### src/rtl/pcd_pkg.sv
package pcd_pkg;
    localparam int MaxPoints = 16;
    localparam int IdxW = 4;
    localparam logic [1:0] ST_OK = 2'd0;
    localparam logic [1:0] ST_ZERO_RATE = 2'd1;
    localparam logic [1:0] ST_ZERO_TOTAL = 2'd2;
    localparam logic [1:0] ST_NO_SEGMENT = 2'd3;
    localparam logic CMD_WRITE = 1'b0;
    localparam logic CMD_QUERY = 1'b1;
    localparam logic CFG_PERIOD = 1'b0;
    localparam logic CFG_POINTS = 1'b1;
    typedef struct packed {
        logic [31:0] t;
        logic [31:0] r;
        logic [47:0] tot;
    } t_entry;
    // divider request and answer
    typedef struct packed {
        logic        start;
        logic [63:0] num;
        logic [63:0] den;
    } t_div_req;
    typedef struct packed {
        logic        done;
        logic [63:0] quo;
        logic [63:0] rem;
    } t_div_rsp;
endpackage

### src/rtl/pcd_mul.sv
module pcd_mul
    import pcd_pkg::*;
(
    input  logic        i_clk,
    input  logic        i_rst_n,
    input  logic        i_start,
    input  logic [63:0] i_a,
    input  logic [63:0] i_b,
    output logic        o_done,
    output logic        o_ov,
    output logic [63:0] o_p
);
    // 64x64 product from 32x32 partials, one per cycle, with overflow flag
    logic [63:0] r_a, r_b;
    logic [2:0]  r_step;
    logic        r_busy, r_done, r_ov;
    logic [63:0] r_acc;
    logic [63:0] w_pp;
    logic [31:0] w_x, w_y;
    logic [64:0] w_sum;

    always_comb begin
        unique case (r_step[1:0])
            2'd0: begin w_x = r_a[31:0];  w_y = r_b[31:0];  end
            2'd1: begin w_x = r_a[63:32]; w_y = r_b[31:0];  end
            2'd2: begin w_x = r_a[31:0];  w_y = r_b[63:32]; end
            default: begin w_x = r_a[63:32]; w_y = r_b[63:32]; end
        endcase
        w_pp = 64'(w_x) * 64'(w_y);
        if (r_step[1:0] == 2'd0) w_sum = {1'b0, w_pp};
        else w_sum = {1'b0, r_acc} + {1'b0, w_pp[31:0], 32'd0};
    end

    always_ff @(posedge i_clk) begin
        if (!i_rst_n) begin
            r_busy <= 1'b0;
            r_done <= 1'b0;
            r_step <= '0;
        end else begin
            r_done <= 1'b0;
            if (i_start) begin
                r_busy <= 1'b1;
                r_step <= '0;
            end else if (r_busy) begin
                r_step <= r_step + 3'd1;
                if (r_step == 3'd3) begin
                    r_busy <= 1'b0;
                    r_done <= 1'b1;
                end
            end
        end
    end

    always_ff @(posedge i_clk) begin
        if (i_start) begin
            r_a  <= i_a;
            r_b  <= i_b;
            r_ov <= 1'b0;
        end else if (r_busy) begin
            r_acc <= w_sum[63:0];
            if (r_step[1:0] == 2'd3) begin
                if (w_pp != 64'd0) r_ov <= 1'b1;
            end else if (r_step[1:0] != 2'd0) begin
                if (w_sum[64] || w_pp[63:32] != 32'd0) r_ov <= 1'b1;
            end
        end
    end

    assign o_done = r_done;
    assign o_ov   = r_ov;
    assign o_p    = r_acc;
endmodule

### config.mk
export PLATFORM = sky130hd
export DESIGN_NAME = pcd_mul
export DESIGN_NICKNAME = d
export VERILOG_FILES = /design/src/rtl/pcd_pkg.sv /design/src/rtl/pcd_mul.sv
export SDC_FILE = /design/constraint.sdc
export NUM_CORES = 2
export LEC_CHECK = 0
export BUFFER_PORTS_ARGS = -buffer_cell sky130_fd_sc_hd__buf_2
export CORE_MARGIN = 2
export CORE_UTILIZATION = 60
export CTS_CLUSTER_SIZE = 10
export DETAILED_ROUTE_END_ITERATION = 10
export PLACE_DENSITY = 0.85
export SYNTH_ARGS = -nofsm -noshare
export SYNTH_HDL_FRONTEND = slang
export SYNTH_SLANG_ARGS = --single-unit
### constraint.sdc
create_clock -name i_clk -period 10.6 [get_ports i_clk]
set_input_delay 1.06 -clock i_clk [delete_from_list [all_inputs] [get_ports i_clk]]
set_output_delay 1.06 -clock i_clk [all_outputs]
set_load 0.02 [all_outputs]
==> flow_metrics.tcl <==
set metrics [dict create \
    dpl_cell_area_sq_um 44700 \
    path_common_cell "fa_1" \
    cp-startpoint "r_step[0]" \
    cts_max_path_buffers 2 \
    design_area_sq_um 45400 \
    root_buffer "clkbuf_16" \
    synth_simple_gate_area_share_pct 13.4 \
    min_from "r_step[2]" \
    endpoint_kind "flop" \
    first_global_vias 35336 \
    finalSetupViolCount 0 \
    antenna_found_initial 4 \
    crit_required_ps 11010 \
    dr.first_iter.drc_count 3692 \
    synth_edf_count 192 \
    layout.cells.non_filler 5561 \
    drc_errors 0 \
    place_inst 5528 \
    clock_sinks 198 \
    ys.flop_type "edfxtp_1" \
    grt-ovfl-total 0 \
    wl_um 133000 \
    synthAdderAreaFrac_pct 52.1 \
    hold_viol_final 0 \
    finalCritPeriodShare_pct 96.5 \
    seq_area_sq_um 5890 \
    place_hpwl_um 112000 \
    cpMaxStageDelayCell "mux2i_2" \
    yosysWarnings 0 \
    synth.distinct_cells 70 \
    io_pins 197 \
    area_growth_syn_to_layout_pct 8.89 \
    fin_crit_ps 10220 \
    die_h_um 268 \
    cp-start-kind "flop" \
    ys_seq_area_share_pct 14.1 \
    drv_slew 0 \
    clock-skew-final_ps 39.0 \
    num_vias 33095 \
    numCtsBuffers 17 \
    vias_per_cell 5.95 \
    nFillCells 5360 \
    syn-num-nets 5755 \
    die_w_um 268 \
    grt_first_pass_wirelength_um 206000 \
    timing.fmax_mhz 97.8 \
    crit_path_max_fanout 41 \
    crit_arrival_ps 10630 \
    multiInputGateArea_sq_um 31900 \
    outcome "complete, no violations" \
    cts.clk_slew.worst_paths_ps 90 \
    final_net_count 5946 \
    cts_tree "done" \
    synth_xor_area_share_pct 1.83 \
    drive_gt1_share_pct 11.2 \
    start_util_pct 60.7 \
    grtUsageTotal_pct 39.1 \
    wl_per_cell_um 24.0 \
    hold_class "flop to flop" \
    grt_max_degree 70 \
    layout_commonest_cell "inv_1" \
    synth_top_family_by_area "adder cells" \
    worst_slack_ps 376 \
    syn_avg_cell_area_sq_um 9.43 \
    r2r_start "r_step[0]" \
    row_count 96 \
    core_region_area_sq_um 68700 \
    post-place-ws_ps 195 \
    dr.pass1.iters 6 \
    worstSetupPathType "flop to flop" \
    post-cts-setup-buffer-count 0 \
    cap_violations 0 \
    syn_area_sq_um 41700 \
    synthArstFlopShare_pct 0 \
    clock_latency_ps 550 \
    cp_slowest_stage_delay_ps 650 \
    synthMuxAreaShare_pct 3.53 \
    final_cell_mix "inv_1, fa_1, nand2_1, nor2_1, ha_1" \
    tightestPinTransition_ps 957 \
    drtAntennaViolNets 0 \
    gp_congestion 1.06 \
    relSlewSlack_pct 36.1 \
    synthCells 4425 \
    fin_tns_setup_ps 0 \
    htreeDepth 4 \
    ys_seq_elements 198 \
    synth_compound_area_share_pct 5.21 \
    holdBufCountCts 0 \
    port_buffers 196 \
    dieArea_sq_um 71700 \
]
==> cell usage after synthesis, drive strengths merged (13+ instances only) <==
cell | instances | share of area (%)
inv | 903 | 8.1
fa | 897 | 43
nand2 | 626 | 5.6
nor2 | 582 | 5.3
ha | 302 | 9.1
edfxtp | 192 | 14
clkbuf | 180 | 1.6
a21oi | 100 | 1.2
mux2i | 70 | 1.7
mux2 | 67 | 1.8
o21ai | 65 | 0.81
xnor2 | 60 | 1.3
a21o | 53 | 0.95
and2 | 36 | 0.54
xor2 | 27 | 0.57
nor3 | 26 | 0.31
o21bai | 23 | 0.41
nand4 | 17 | 0.25
o21a | 16 | 0.29
a211oi | 15 | 0.27
nand3 | 14 | 0.18
and4 | 13 | 0.27
nor2b | 13 | 0.19
==> critical path: cells and delay by family (launching register included) <==
| family | cells | cell delay (ps) |
|---|---|---|
| AOI/OAI and AO/OA | 9 | 2090 |
| xor gates and xnor gates | 1 | 310 |
| adders and majority gates | 11 | 4570 |
| buffers and inverters | 7 | 800 |
| DFF | 1 | 400 |
| muxes | 1 | 650 |
| and+or+nand+nor | 8 | 1200 |
==> layout make-up <==
cell class,instances,area share [%]
Sequential cell,198,13.0
Antenna cell,1,0.00551
Timing Repair Buffer,364,5.31
Clock buffer,17,0.936
Tap cell,931,2.56
Clock inverter,15,0.490
Inverter,903,7.46
Multi-Input combinational cell,3132,70.3
==> what timing repair did <==
| action | CTS | global route |
|---|---|---|
| setup endpoints to repair | 0 | 5 |
| hold endpoints to repair | 0 | 0 |
| gates resized for setup | 0 | 16 |
==> metrics by stage <==
step	hold slack (ps)	util [%]
3_3_place_gp	480	65.1
3_5_place_dp	482	65.1
2_1_floorplan	471	-
4_1_cts	495	66.0
5_1_grt	515	66.1
6_report	498	66.1
==> flip-flops by register name, indices dropped and copies added, names as in the netlist <==
signal,count
o_p,64
r_a,64
r_b,64
r_step,3
o_done,1
o_ov,1
r_busy,1
==> worst paths after layout <==
kind,to,slack [ps],depth (start not counted)
hold / removal,r_step[2],500,2
setup reg to reg,o_ov,380,37
setup / recovery,o_ov,380,37
hold reg to reg,r_step[2],500,2
==> kinds of logic (layout without fill, tap and decap cells) <==
| family | count (synthesis) | in the layout |
|---|---|---|
| AOI/OAI and AO/OA | 337 | 337 |
| DFF | 198 | 198 |
| other | 0 | 1 |
| and+or+nand+nor | 1372 | 1372 |
| adders and majority gates | 1199 | 1199 |
| buffers and inverters | 1095 | 1299 |
| muxes | 137 | 137 |
| xor gates and xnor gates | 87 | 87 |
==> layer usage <==
layer	track usage (%)	wire, um	vias up
met1	50.8	47900	16405
li1	-	-	13855
met5	0.811	12	-
met2	59.0	58600	2307
met3	11.0	17400	526
met4	23.4	9570	2
Power is not shown: default switching activity piles up to over one toggle a cycle in this logic, so the estimate is an artifact.
