### src/rtl/pcd_pkg.sv
package pcd_pkg;
    localparam int MaxPoints = 16;
    localparam int IdxW = 4;
    localparam logic [1:0] ST_OK = 2'd0;
    localparam logic [1:0] ST_ZERO_RATE = 2'd1;
    localparam logic [1:0] ST_ZERO_TOTAL = 2'd2;
    localparam logic [1:0] ST_NO_SEGMENT = 2'd3;
    localparam logic CMD_WRITE = 1'b0;
    localparam logic CMD_QUERY = 1'b1;
    localparam logic CFG_PERIOD = 1'b0;
    localparam logic CFG_POINTS = 1'b1;
    typedef struct packed {
        logic [31:0] t;
        logic [31:0] r;
        logic [47:0] tot;
    } t_entry;
    // divider request and answer
    typedef struct packed {
        logic        start;
        logic [63:0] num;
        logic [63:0] den;
    } t_div_req;
    typedef struct packed {
        logic        done;
        logic [63:0] quo;
        logic [63:0] rem;
    } t_div_rsp;
endpackage

### src/rtl/pcd_div.sv
module pcd_div
    import pcd_pkg::*;
(
    input  logic     i_clk,
    input  logic     i_rst_n,
    input  t_div_req i_req,
    output t_div_rsp o_rsp
);
    // restoring divider, one quotient bit per cycle
    logic [63:0] r_num, r_den, r_quo, n_num, n_quo;
    logic [64:0] r_rem, n_rem, w_sh;
    logic [6:0]  r_cnt;
    logic        r_busy, r_done;

    always_comb begin
        w_sh = {r_rem[63:0], r_num[63]};
        n_num = {r_num[62:0], 1'b0};
        if (w_sh >= {1'b0, r_den}) begin
            n_rem = w_sh - {1'b0, r_den};
            n_quo = {r_quo[62:0], 1'b1};
        end else begin
            n_rem = w_sh;
            n_quo = {r_quo[62:0], 1'b0};
        end
    end

    always_ff @(posedge i_clk) begin
        if (!i_rst_n) begin
            r_busy <= 1'b0;
            r_done <= 1'b0;
            r_cnt  <= '0;
        end else begin
            r_done <= 1'b0;
            if (i_req.start) begin
                r_busy <= 1'b1;
                r_cnt  <= 7'd0;
            end else if (r_busy) begin
                r_cnt <= r_cnt + 7'd1;
                if (r_cnt == 7'd63) begin
                    r_busy <= 1'b0;
                    r_done <= 1'b1;
                end
            end
        end
    end

    always_ff @(posedge i_clk) begin
        if (i_req.start) begin
            r_num <= i_req.num;
            r_den <= i_req.den;
            r_quo <= '0;
            r_rem <= '0;
        end else if (r_busy) begin
            r_num <= n_num;
            r_quo <= n_quo;
            r_rem <= n_rem;
        end
    end

    assign o_rsp.done = r_done;
    assign o_rsp.quo  = r_quo;
    assign o_rsp.rem  = r_rem[63:0];
endmodule

### config.mk
export PLATFORM = sky130hd
export DESIGN_NAME = pcd_div
export DESIGN_NICKNAME = d
export VERILOG_FILES = /design/src/rtl/pcd_pkg.sv /design/src/rtl/pcd_div.sv
export SDC_FILE = /design/constraint.sdc
export NUM_CORES = 1
export LEC_CHECK = 0
export BUFFER_PORTS_ARGS = -buffer_cell sky130_fd_sc_hd__buf_2
export CORE_ASPECT_RATIO = 1.4
export CORE_MARGIN = 8
export CORE_UTILIZATION = 57
export CTS_BUF_LIST = sky130_fd_sc_hd__clkbuf_16
export CTS_CLUSTER_DIAMETER = 80
export CTS_CLUSTER_SIZE = 28
export DETAILED_ROUTE_END_ITERATION = 8
export PLACE_DENSITY_LB_ADDON = 0.2
export SLEW_MARGIN = 15
export SYNTH_ARGS = -nofsm -noshare
export SYNTH_HDL_FRONTEND = slang
export SYNTH_SLANG_ARGS = --single-unit
### constraint.sdc
create_clock -name i_clk -period 4.3 [get_ports i_clk]
set_input_delay 0.645 -clock i_clk [delete_from_list [all_inputs] [get_ports i_clk]]
set_output_delay 0.645 -clock i_clk [all_outputs]
set_load 0.02 [all_outputs]
==> results by stage <==
Detailed routing:
- The detailed-routing wirelength on met1 is 15,500 microns.
- The detail-routed net length per standard cell is 18.9 microns.
- Detailed routing inserted a total of about 12,000 vias.
- The detailed router finished its first iteration with 810 violations.
- Dividing the detail-routed via count by the number of cells gives a little under 6.
- Before antenna repair, the detailed router went through 5 iterations.
- In this run the top signal layer used is met5.
- In the detailed route, the total length drawn on met2 is 18,900 microns.
- Wires add up to 38,200 microns.
- The length of routed met3 wiring is around 2700 microns.
- The detail route stage leaves a number of antenna-violating nets equal to 0.
- In the routed design, unresolved DRC markers number 0.

Die:
- The die span in x is 153 microns.
- Measured along the y axis, the die boundary spans 208 microns.
- Pin placement for this block handled 260 I/O pins.
- The die footprint is 31,800 sq um.
- The initialized floorplan defines 70 standard-cell rows.
- The starting utilization of the core area is 57.6%.
- The floorplan step defined a core boundary enclosing 26,000 sq um.

Placed design:
- At the end of routability-driven placement, the weighted congestion stood at 0.942.
- Once placement finished, the instance area stood at 16,000 sq um.
- The post-place setup slack is ~640 ps.
- Summed over all nets, the half-perimeter wirelength after detailed placement is around 28,000 microns.
- The count of buffers from port buffering is 259.

Logic synthesis:
- For this run, asynchronously set or reset flops after synthesis account for 0%.
- The synthesized design contains 265 register bits.
- A synthesized cell averages 9.68 sq um.
- Sorting the synthesized cells by area gives the leading types as sky130_fd_sc_hd__edfxtp_1 (26%), sky130_fd_sc_hd__dfxtp_1 (18%), sky130_fd_sc_hd__ha_1 (5.4%), sky130_fd_sc_hd__mux2_2 (4.9%), sky130_fd_sc_hd__mux2i_1 (4.6%).
- Of the synthesized area, sequential elements account for 44.0%.
- The commonest cells after synthesis are sky130_fd_sc_hd__nor2_1 (164), sky130_fd_sc_hd__nand2_1 (139), sky130_fd_sc_hd__dfxtp_1 (137).
- In the synthesized netlist the dominant register cell turns out to be sky130_fd_sc_hd__dfxtp_1.
- In the post-synthesis netlist, the cell with the most instances is sky130_fd_sc_hd__nor2_1.
- The cell accounting for the most synthesized area is sky130_fd_sc_hd__edfxtp_1.
- The number of nets in the synthesized netlist is 1,744.
- After technology mapping, the gate count stands at roughly 1,500.
- Yosys mapped a number of flops with a built-in enable equal to ~130.
- The Yosys step of the flow raised 0 warnings.
- The portion of synthesized cell area occupied by the leading cell type is 25.7%.
- The cell area that synthesis handed to floorplanning was 15,000 sq um.
- Yosys mapped the design onto 84 distinct sky130hd cell types.

Final layout:
- The layout filler cell count is 2,243.
- The layout overhead on the synthesized area is 9.62%.
- The total number of nets in the final design is roughly 1,900.
- Once layout is done, the placed cells without fillers occupy 16,400 sq um.
- Summing all multi-input logic gate instances after layout gives 7200 sq um.
- The share of cells above drive strength 1 is between 20% and 30%.
- The area used by sequential logic in the layout is 6590 sq um.

STA:
- For the pin with the worst max-slew slack, the measured transition is 852 ps.
- The total count of max-transition violations in the final report is 0.
- The tightest hold path in the finished design has a slack of slightly below 300 ps.
- Headroom to the max-slew limit came out at 43.2%.
- Setup violations remaining at the end of the flow were counted as 0.
- After routing, the total negative slack on setup checks comes to 0 ps.
- Setup repair after global routing left no endpoint under its margin.
- The clock arrives with 27.8 ps of skew.
- The hold violation count in the final report is 0.
- The worst path in the final design needs a cycle of around 3800 ps, including I/O delays and setup.
- Based on the critical path, the design can be clocked at up to 262 MHz.
- The worst path uses 88.8% of the clock period.
- The post-layout worst setup margin is 479 ps.

Clock network:
- CTS built an H-tree with a depth of 1.
- The maximum root-to-sink buffer count is 3.
- The number of buffers inserted for hold repair after clock tree synthesis is 0.
- TritonCTS created 14 clock buffers.
- The CTS tree is built.
- The insertion delay to the later sink of the worst-skew pair is 510 ps.
- The number of setup buffers added after CTS is 0.
- For this design, the sink count on the clock tree is 265.
- After clock tree synthesis, the clock-pin slew on the worst setup and hold paths is ~110 ps.
- The post-CTS resize count is 0.
- The cell chosen for the clock root is sky130_fd_sc_hd__clkbuf_16.

Worst setup path:
- Across all register-to-register paths, the minimum setup slack is ~480 ps.
- The data required time of the worst path is ~4700 ps.
- The source of the critical timing path is r_den[34]$_DFFE_PP_.
- Measured in cells, the most critical reg-to-reg path has a length of 12.
- The startpoint identified for the worst register-to-register timing path is r_den[34]$_DFFE_PP_.
- Of all nets on the critical path, the largest fanout is 25.
- The critical path startpoint category is a flop.
- The classification of the worst setup path is reg -> reg.
- The reg-to-reg endpoint is r_rem[58]$_SDFFE_PP0P_.
- Data arrives at the worst endpoint at 4250 ps.
- The worst setup path is captured at a flop.

GRT:
- The number of antenna violations at the first check in global routing is 3.
- Global routing consumed, over all layers together, 23.1% of the routing resources.
- The total grt overflow is 0.
- The first-pass GRT wire length is 61,100 microns.
- The number of global-route vias before repair is 11,900.
- The pin count of the biggest net entering global routing is 76.

Outcome:
- The run finished with clean final reports.

Power and ir drop:
- The overall power consumption is 5.97 mW.
- The total power density per cell area is 363 nW/um^2.
- IR analysis of the VDD net gives a maximum drop of around 420 uV.
- Summed over all cells, the static leakage comes to 7.18 nW.

Min path:
- The worst hold path terminates at r_den[29]$_DFFE_PP_.
- The min-delay analysis places its worst path in the category in -> reg.
- The startpoint identified for the worst hold timing path is i_req[29].
- Along the worst hold path, the cell count comes to 1.

Run:
- The number of max-capacitance violations reported is 0.
==> per-stage QoR <==
stage	cells	util, %
final	2025	63.1
after global routing	2025	63.1
after CTS	2023	63.1
after detailed placement	1999	61.4
after global placement	1999	61.4
after floorplan	1547	-
==> worst max-delay path, cell delays in order (launching register included) <==
cell	delay, ps
sky130_fd_sc_hd__edfxtp_1	340
sky130_fd_sc_hd__inv_1	40
sky130_fd_sc_hd__ha_1	400
sky130_fd_sc_hd__a21oi_1	170
sky130_fd_sc_hd__o21ai_1	380
sky130_fd_sc_hd__a221oi_1	160
sky130_fd_sc_hd__o31ai_1	490
sky130_fd_sc_hd__and3b_1	280
sky130_fd_sc_hd__nor3b_4	420
sky130_fd_sc_hd__nor2_4	240
sky130_fd_sc_hd__buf_4	230
sky130_fd_sc_hd__or3_1	340
sky130_fd_sc_hd__a311oi_1	230
==> logic make-up after synthesis <==
group	Yosys count	synth area share, %
multiplexers	134	9.50
AO/OA/AOI/OAI	336	15.8
AND/OR/NAND/NOR	463	14.4
buffers and inverters	235	7.98
adder cells (fa/ha/maj)	66	5.56
flip-flops	265	44.0
XOR/XNOR	48	2.81
==> state kept, by name, summed over array words and instances, names as in the netlist <==
| register | count |
|---|---|
| r_busy | 1 |
| r_cnt | 7 |
| r_den | 64 |
| r_done | 1 |
| r_num | 64 |
| r_quo | 64 |
| r_rem | 64 |
==> layout by cell type, fill, tap and decap left out, drive strengths merged, types with 6 or more instances in the layout <==
cell	n
inv	90
clkbuf	16
a32oi	13
or3	15
and4	6
o31ai	7
dfxtp	137
a21oi	78
ha	65
mux2i	69
a21o	31
a31oi	11
nand4	26
and3	19
mux2	65
o21ai	63
nand2b	7
nor2	166
o2111ai	6
o21bai	10
nand3	23
xnor2	38
a211oi	6
nand2	140
nor3	24
o211ai	10
o21a	12
xor2	10
a311oi	46
nor2b	10
buf	277
edfxtp	128
==> worst max path at each step <==
stage	slack, ps	depth (start not counted)	end
after floorplan	1160	11	r_rem[58]$_SDFFE_PP0P_
after global placement	760	12	r_rem[58]$_SDFFE_PP0P_
after detailed placement	640	12	r_rem[58]$_SDFFE_PP0P_
after CTS	570	12	r_rem[58]$_SDFFE_PP0P_
after global routing	250	12	r_rem[58]$_SDFFE_PP0P_
final	480	12	r_rem[58]$_SDFFE_PP0P_
==> layer usage <==
layer	global-route usage [%]	vias up
li1	-	5825
met1	27.1	5641
met2	40.3	357
met3	5.60	67
met4	7.80	2
met5	0	-
==> cell type report <==
class                      count  share of cell area, %
inverter                      85                   1.94
clock buffer                  15                   2.29
clock inverter                 9                  0.396
tap                          324                   2.47
timing repair buffer         278                   8.89
sequential                   265                   40.1
antenna                        2                 0.0305
multi-input combinational   1047                   43.9
==> where the power goes <==
group | leakage [nW] | switching [mW] | internal (mW)
clock | 0.236 | 0.854 | 0.659
sequential | 2.39 | 0.104 | 2.83
combinational | 4.56 | 0.927 | 0.590
total | 7.18 | 1.89 | 4.08
Power figures use the tool's default switching activity.
